## config.mk

```make
export PLATFORM = sky130hd
export DESIGN_NAME = bfpq_div
export DESIGN_NICKNAME = d
export VERILOG_FILES = /design/src/sv/bfpq_div.sv
export SDC_FILE = /design/constraint.sdc
export NUM_CORES = 1
export LEC_CHECK = 0
export ABC_AREA = 1
export BUFFER_PORTS_ARGS = -buffer_cell sky130_fd_sc_hd__buf_2
export CORE_AREA = 2 2 124 114
export DETAILED_ROUTE_END_ITERATION = 16
export DIE_AREA = 0 0 126 116
export GPL_TIMING_DRIVEN = 1
export PLACE_DENSITY = 0.9
export SLEW_MARGIN = 0
export SYNTH_ARGS = -nofsm -noshare
export SYNTH_HDL_FRONTEND = slang
export SYNTH_SLANG_ARGS = --single-unit
```

## constraint.sdc

```tcl
create_clock -name clock -period 2.82 [get_ports clock]
set_input_delay 0.141 -clock clock [delete_from_list [all_inputs] [get_ports clock]]
set_output_delay 0.141 -clock clock [all_outputs]
set_load 0.01 [all_outputs]
```

## src/sv/bfpq_div.sv

```systemverilog
// bfpq_div: restoring divider, one quotient bit per cycle
module bfpq_div #(
   parameter int NUM_W = 40,
   parameter int DEN_W = 32
) (
   input  logic             clock,
   input  logic             reset,
   input  logic             start,
   input  logic [NUM_W-1:0] numer,
   input  logic [DEN_W-1:0] denom,
   output logic             done,
   output logic [NUM_W-1:0] quot
);
   localparam int CW = $clog2(NUM_W + 1);

   logic [NUM_W-1:0] q_ff, q_in;
   logic [DEN_W:0]   r_ff, r_in;
   logic [DEN_W-1:0] d_ff, d_in;
   logic [CW-1:0]    cnt_ff, cnt_in;
   logic             busy_ff, busy_in, done_ff, done_in;
   logic [DEN_W+1:0] trial;

   always_comb begin
      q_in = q_ff;
      r_in = r_ff;
      d_in = d_ff;
      cnt_in = cnt_ff;
      busy_in = busy_ff;
      done_in = 1'b0;
      trial = '0;
      if (start) begin
         q_in = numer;
         r_in = '0;
         d_in = denom;
         cnt_in = CW'(NUM_W);
         busy_in = 1'b1;
      end else if (busy_ff) begin
         trial = {r_ff, q_ff[NUM_W-1]} - {2'b00, d_ff};
         if (!trial[DEN_W+1]) begin
            r_in = trial[DEN_W:0];
            q_in = {q_ff[NUM_W-2:0], 1'b1};
         end else begin
            r_in = {r_ff[DEN_W-1:0], q_ff[NUM_W-1]};
            q_in = {q_ff[NUM_W-2:0], 1'b0};
         end
         cnt_in = cnt_ff - CW'(1);
         if (cnt_ff == CW'(1)) begin
            busy_in = 1'b0;
            done_in = 1'b1;
         end
      end
   end

   always_ff @(posedge clock) begin
      if (reset) begin
         busy_ff <= 1'b0;
         done_ff <= 1'b0;
         cnt_ff <= '0;
      end else begin
         busy_ff <= busy_in;
         done_ff <= done_in;
         cnt_ff <= cnt_in;
      end
      q_ff <= q_in;
      r_ff <= r_in;
      d_ff <= d_in;
   end

   assign done = done_ff;
   assign quot = q_ff;
endmodule

```

# Word-level counts from Yosys, hierarchy flattened
# Cells that the tools add are included.
# totals
regBits	113
latchBits	0
ramBits	0
rom_bits	0
in_bits	75
output_inout_bits	41
mem_count	0
# op_classes
addsub	2
mul	0
n_div	0
magnitude_cmp	0
eq_ne	1
shift	0
n_mux	10
bitwise_logic	1
reduce_logical	3
# op_table
op	count
two-way mux 40 bit	2
subtractor 34 x 32 -> 34 bit	1
two-way mux 33 bit	1
two-way mux 6 bit	2
== test 6 x 1 -> 1 bit (second input constant)	1
subtractor 6 x 1 -> 6 bit (second input constant)	1
two-way mux 1 bit	5
OR reduction 3 bit	1
nonzero test 2 bit	1
OR reduction 2 bit	1
NOT 1 bit	1

# Longest topological paths before layout
# Gate-level depths: netlist of the first run.
# depth
depth_word	4
ltp_mapped	18

# Worst setup path after synthesis of the first run
# No wires, ideal clock.
# synth_path
path_type	flip-flop to flip-flop
startpoint	reg q_ff[39], in the netlist quot[39]
endpoint	reg r_ff[24]
setup_time_ps	113
arrival_ps	1950
required_time_ps	2707
slack_ps	756
stages_incl_launch_ff	18
period_less_slack_ps	2064
cell_sequence	edfxtp_1 inv_1 ha_1 fa_1 inv_1 nand2_1 nand2_1 nand3_1 nand2_1 nand2_1 nand2_1 nand3_1 nand2_1 nand2_1 nand2_1 nand2_2 nand3_1 nand2_1
# synth_between
elab_chain_len	2
# synth_lines
element	line_no	text
start, declared	16	logic [NUM_W-1:0] q_ff, q_in;
start signal, assigned	64	q_ff <= q_in;
subtractor 34 x 32 -> 34 bit	38	trial = {r_ff, q_ff[NUM_W-1]} - {2'b00, d_ff};
two-way mux 33 bit	39	if (!trial[DEN_W+1]) begin
end signal, assigned	65	r_ff <= r_in;
end, declared	17	logic [DEN_W:0] r_ff, r_in;
# No other way between the ends.
# A chain may end at the register's enable or synchronous reset.

# Final worst setup path of the first run
# layout_path
startpoint	reg d_ff[28]
endpoint	reg q_ff[0], in the netlist quot[0] (data pin)
# layout_between
elab_chain_len	4
# layout_lines
element	line_no	text
start, declared	18	logic [DEN_W-1:0] d_ff, d_in;
start signal, assigned	66	d_ff <= d_in;
subtractor 34 x 32 -> 34 bit	38	
two-way mux 1 bit	39	
two-way mux 40 bit	37	end else if (busy_ff) begin
two-way mux 40 bit	31	if (start) begin
via q_in[0]	16	
# The timed path passes the listed nets, and every way through them passes these cells. The select of a mux whose other input is x is not followed.

==> flow_summary.ini, run 1 <==
[timing]
setup_violations = 0
post-route-period-util_pct = 90.7
finalSetupTns_ns = 0
worst_pin_slew_ns = 0.597
rsz0062_at_grt = false
holdWs_ns = 0.0123
period_needed_ns = 2.56
max_freq_mhz = 391
finalMaxSlewViolations = 0
relSlewSlack_pct = 60.2
hold_viol = 0
fin_skew_ns = 0.00945

[cts]
h-tree-depth = 4
clk_latency_ns = 0.43
numCtsBuffers = 17
cts.repair.resized = 0
path_clk_slew_ns = 0.06
cts_setup_buffers = 0
cts.path.max_buffers = 2
clock_sinks = 113
root_buffer = clkbuf_16
cts_tree = done
cts_hold_buffers = 63

[worst_setup_path]
rrSetupSlack_ns = 0.26
rr_worst_depth = 11
path_cells = inv_1, ha_1, a21oi_1, o21ai_0, nand2_1, nand3_1, nor2_4, nand2_4, nand2_2, nand2_2, o21ai_1
r2r-start = d_ff[28]
cpPeakStageDelay_ns = 0.34
path_max_fanout = 11
reg2reg_to = quot[0]
crit_arrival_ns = 2.82
startpoint_type = flip-flop
slowest_stage = ha_1
path_class = flip-flop to flip-flop
crit_end = quot[0]
cpMostUsedCell = nand2_2
critPathLaunch = d_ff[28]
worst_ep_required_time_ns = 3.08
endpoint_kind = flip-flop

[routing]
vias_per_cell = 5.23
wire_per_inst_um = 14.7
drc = 0
firstDrtPassIters = 6
drt_iter0_drc = 706
routed_wl_um = 21000
dr_total_vias = 7480
ant_nets = 0

[final_layout]
fillers = 982
antenna_cells = 0
final_cell_area_mm2 = 0.00939
areaGrowthSynthToFinish_pct = 24.5
layout.nets = 1359
fin_util_pct = 71.1
drive_gt1_share_pct = 17.2

[flow_run]
drv_cap = 0

[floorplan]
start_util_pct = 57.1
placementRows = 40
core-area_mm2 = 0.0132
io_pins = 116
fp.dieW_um = 126
die_h_um = 116
die-area_mm2 = 0.0146

[logic_synthesis]
synth-edff-count = 72
yosysSeqAreaShare_pct = 39.5
synthTopCellsByCount = nand2_1 (420), inv_1 (201), nand3_1 (85)
yosysUniqueCellTypes = 40
synthTopCellsByArea = edfxtp_1 (29%), nand2_1 (21%), dfxtp_1 (11%)
synth_top_family_by_area = simple AND/OR/NAND/NOR gates
synth_cells = 1070
syn_area_mm2 = 0.00754
synth.largest_area_cell = edfxtp_1
synth_mux_area_share_pct = 0
async_reset_ff_share_pct = 0
dominantRegCellSynth = edfxtp_1
synth_compound_area_share_pct = 2.54
yosysWarningCount = 0
synth.net_count = 1180
synth_xor_area_share_pct = 2.09
synth_most_common_cell = nand2_1
ys_ff_latch = 113
synthAdderAreaFrac_pct = 5.90
synthSimpleGateAreaFrac_pct = 37.5
synth_top_area_share_pct = 28.7
postSynthAreaPerCell_um2 = 7.05

[power]
p_int_w = 0.00334
power_switching_w = 0.00124
swShare_pct = 27.1
powerDensity_mw_per_mm2 = 488
seqPwrFrac_pct = 42.6
p_clk_share_pct = 43.7
power.leakage_nw = 5.04
p_comb_share_pct = 13.7
irDropWorstVdd_mv = 0.460
total_power_w = 0.00458

[min_path]
hold_path.class = input pin to flip-flop

[grt]
antenna_found_initial = 0
grt_pass1_vias = 7330
use_met3_pct = 8.31
grtUsageMet1_pct = 35.9
grt_max_degree = 56
grt_overflow_total = 0
grt.total_usage_pct = 29.5
grt.busiest_layer = met2
met2_usage_pct = 49.5
grt_pass1_wl_um = 34300

[run_status]
status = finished clean

[place]
io_buffers = 115
placed_area_mm2 = 0.00821
place.gp.congestion = 1.09
hpwl_um = 13700
-- power by group through the flow --
stage | clock network (W) | logic (W) | registers, W
after floorplan | 0 | 0.000299 | 0.00199
after global placement | 0 | 0.000514 | 0.00197
after detailed placement | 0 | 0.000533 | 0.00197
after CTS | 0.00201 | 0.000600 | 0.00195
after global routing | 0.00210 | 0.000688 | 0.00196
final | 0.00200 | 0.000628 | 0.00195
-- final cells by class --
| type | count | area [um^2] | share of cell area, % |
|---|---|---|---|
| flip-flops and latches | 113 | 2980 | 31.8 |
| multi-input cells | 728 | 3630 | 38.6 |
| well taps | 168 | 210 | 2.24 |
| repair buffers | 185 | 1260 | 13.4 |
| clock buffers | 18 | 429 | 4.57 |
| clock inverters | 14 | 118 | 1.25 |
| inverters | 204 | 766 | 8.15 |
-- layout by cell type (no fill, tap or decap), drive strengths merged --
cell	count
o21ai	6
nor2	59
nor3	7
and2	1
nor2b	1
edfxtp	72
a211oi	1
nor3b	1
a21oi	23
ha	34
clkinv	8
xnor2	9
dfxtp	41
o21bai	3
inv	205
nand4	8
a31oi	2
fa	1
clkbuf	18
nand3	97
bufinv	1
or2	1
xor2	9
nand2	460
dlygate4sd3	63
nor4	2
nand3b	3
buf	122
clkinvlp	4
-- worst min path at each step --
stage,depth (start not counted),slack [ns],to,start
2_1_floorplan,1,0.21,busy_ff,reset
3_3_place_gp,1,0.32,d_ff[29],denom[29]
3_5_place_dp,1,0.32,d_ff[11],denom[11]
4_1_cts,3,0.005,quot[37],numer[37]
5_1_grt,3,0.03,quot[37],numer[37]
6_report,3,0.01,quot[37],numer[37]
-- sequential cells by signal (all words and copies together), names as in the netlist --
name,flops
quot,40
cnt_ff,6
d_ff,32
r_ff,33
busy_ff,1
done,1
-- metrics by stage --
step / setup slack, ns / instances
after floorplan: 0.756 / 1070
after global placement: 0.454 / 1335
after detailed placement: 0.391 / 1335
after CTS: 0.273 / 1430
after global routing: 0.0794 / 1430
final: 0.263 / 1430
-- routing by layer --
metal	part of all wire (%)	vias to the layer above
met1	40	3314
met4	3.5	0
li1	-	3651
met2	46	450
met5	0	-
met3	10	65
-- worst max-delay path, delay by kind of cell, from the launching register on --
family,cells,cell delay (ns)
buffers and inverters,1,0.04
AND/OR/NAND/NOR,6,1.03
flip-flops,1,0.32
adder cells (fa/ha/maj),1,0.34
AO/OA/AOI/OAI,3,0.67
-- kinds of logic after synthesis --
logic type      after synthesis
xor+xnor                     18
buf+inv                     229
simple gates                640
flops                       113
compound gates               35
fa+ha+maj                    35
No activity file was read; power rests on OpenSTA's default activity.
==> inputs of run 2 (changes only) <==
==> config.mk (replaced) <==
export PLATFORM = sky130hd
export DESIGN_NAME = bfpq_div
export DESIGN_NICKNAME = d
export VERILOG_FILES = /design/src/sv/bfpq_div.sv
export SDC_FILE = /design/constraint.sdc
export NUM_CORES = 1
export LEC_CHECK = 0
export ABC_AREA = 1
export CORE_AREA = 2 2 122 112
export DETAILED_ROUTE_END_ITERATION = 16
export DIE_AREA = 0 0 124 114
export DONT_BUFFER_PORTS = 1
export GPL_TIMING_DRIVEN = 1
export PLACE_DENSITY = 0.84
export SLEW_MARGIN = 0
export SYNTH_ARGS = -nofsm -noshare
export SYNTH_HDL_FRONTEND = slang
export SYNTH_SLANG_ARGS = --single-unit
==> run 2 against run 1 <==
Net effect: non-clock buffer count decreased by 102; flip-flop and latch count unchanged; critical path depth up 6; core utilization decreased by 1.7 points; highest routed layer unchanged; sequential share of layout area up 1.3 points; wire length down 0.47%.
==> flow_summary.ini, run 2 (synthesis gave the netlist of run 1 again) <==
[timing]
fin_skew_ns = 0.0100
post-route-period-util_pct = 94.3
relSlewSlack_pct = 21.8
setup_violations = 0
finalMaxSlewViolations = 0
worst_pin_slew_ns = 1.17
finalSetupTns_ns = 0
holdWs_ns = 0.0493
hold_viol = 0
rsz0062_at_grt = false
period_needed_ns = 2.66
max_freq_mhz = 376

[final_layout]
final_common_cell = nand2_1
ff_latch_area_mm2 = 0.00298
largest_register_ffs = 40
antenna_cells = 0
areaGrowthSynthToFinish_pct = 19.7
fillers = 1063
layout.nets = 1257
multi_input_area_mm2 = 0.00363
fin_util_pct = 69.4
layout_common_cells = nand2_1 (419), inv_1 (201), nand3_1 (84)
drive_gt1_share_pct = 9.48

[worst_setup_path]
endpoint_kind = flip-flop
path_max_fanout = 3
worst_ep_required_time_ns = 3.14
r2r-start = quot[39]
critPathLaunch = quot[39]
path_class = flip-flop to flip-flop
startpoint_type = flip-flop
crit_arrival_ns = 2.98
rrSetupSlack_ns = 0.16

[routing]
vias_per_cell = 5.33
ant_nets = 0
dr_total_vias = 7074
firstDrtPassIters = 5
drt_iter0_drc = 624
drc = 0
wire_per_inst_um = 15.7
routed_wl_um = 20900

[grt]
grt_pass1_vias = 7012
grt_overflow_total = 0
grt_pass1_wl_um = 33900
grt_max_degree = 75
grt.total_usage_pct = 31.1
antenna_found_initial = 0

[min_path]
hold_path_startpoint = reset
hold_path.class = input pin to flip-flop

[cts]
h-tree-depth = 4
numCtsBuffers = 17
clock_sinks = 113
cts.path.max_buffers = 2
path_clk_slew_ns = 0.06
clk_latency_ns = 0.43
cts_tree = done
root_buffer = clkbuf_16

[floorplan]
placementRows = 40
start_util_pct = 58.0
die-area_mm2 = 0.0141
die_h_um = 114
io_pins = 116
fp.dieW_um = 124
core-area_mm2 = 0.0130

[place]
place.gp.congestion = 0.987
hpwl_um = 13400
io_buffers = 0

[power]
power.leakage_nw = 4.68
irDropWorstVdd_mv = 0.437
total_power_w = 0.00475
powerDensity_mw_per_mm2 = 526

[run_status]
status = finished clean

[flow_run]
drv_cap = 0
run 2: cell count changes in the layout (fill, tap and decap cells not counted), sizes merged:
cell         before  now
bufinv            1    2
clkinvlp          4    1
clkinv            8    2
dlygate4sd3      63   73
inv             205  213
buf             122   10
run 2: layout make-up:
type	count	area share, %
Sequential cell	113	33.0
Clock inverter	14	1.87
Timing Repair Buffer	83	9.15
Clock buffer	18	4.86
Multi-Input combinational cell	728	40.3
Tap cell	168	2.33
Inverter	204	8.48
run 2: what timing repair did:
item	CTS	global route
setup buffers	0	0
resized for setup	0	2
hold endpoints to repair	107	0
endpoints found under the setup margin	0	1
hold buffers	74	0
run 2: through the flow:
step,cell area [um^2],cells,setup WS [ns]
2_1_floorplan,7540,1070,0.756
5_1_grt,9030,1328,0.00184
3_5_place_dp,7650,1222,0.198
3_3_place_gp,7650,1222,0.252
4_1_cts,9020,1328,0.148
6_report,9030,1328,0.160
run 2: where the power goes:
part	switching [W]	internal [W]	total (W)
clock network	0.000897	0.00136	0.00226
registers	0.000105	0.00189	0.00199
logic	0.000312	0.000191	0.000503
run 2: per-layer routing:
layer | up-vias | part of all wire [%] | global-route usage, %
li1 | 3458 | - | -
met1 | 3238 | 43 | 39.2
met2 | 333 | 47 | 51.6
met3 | 45 | 8.4 | 8.30
met4 | 0 | 2.3 | 11.1
met5 | - | 0 | 0
run 2: worst paths after layout:
| kind | endpoint | cells after the start |
|---|---|---|
| hold reg to reg | r_ff[19] | 2 |
| hold / removal | cnt_ff[2] | 2 |
| setup reg to reg | r_ff[20] | 17 |
| setup / recovery | r_ff[20] | 17 |
run 2: critical path, stage by stage, from the launching register on:
cell	delay, ns
edfxtp_1	0.46
inv_1	0.11
ha_1	0.23
fa_1	0.41
inv_1	0.16
nand2_1	0.08
nand2_1	0.10
nand3_1	0.10
nand2_1	0.14
nand2_1	0.07
nand3_1	0.19
nand2_1	0.11
nand2_1	0.07
nand2_1	0.04
nand2_1	0.07
nand2_2	0.05
nand3_1	0.10
nand2_1	0.06
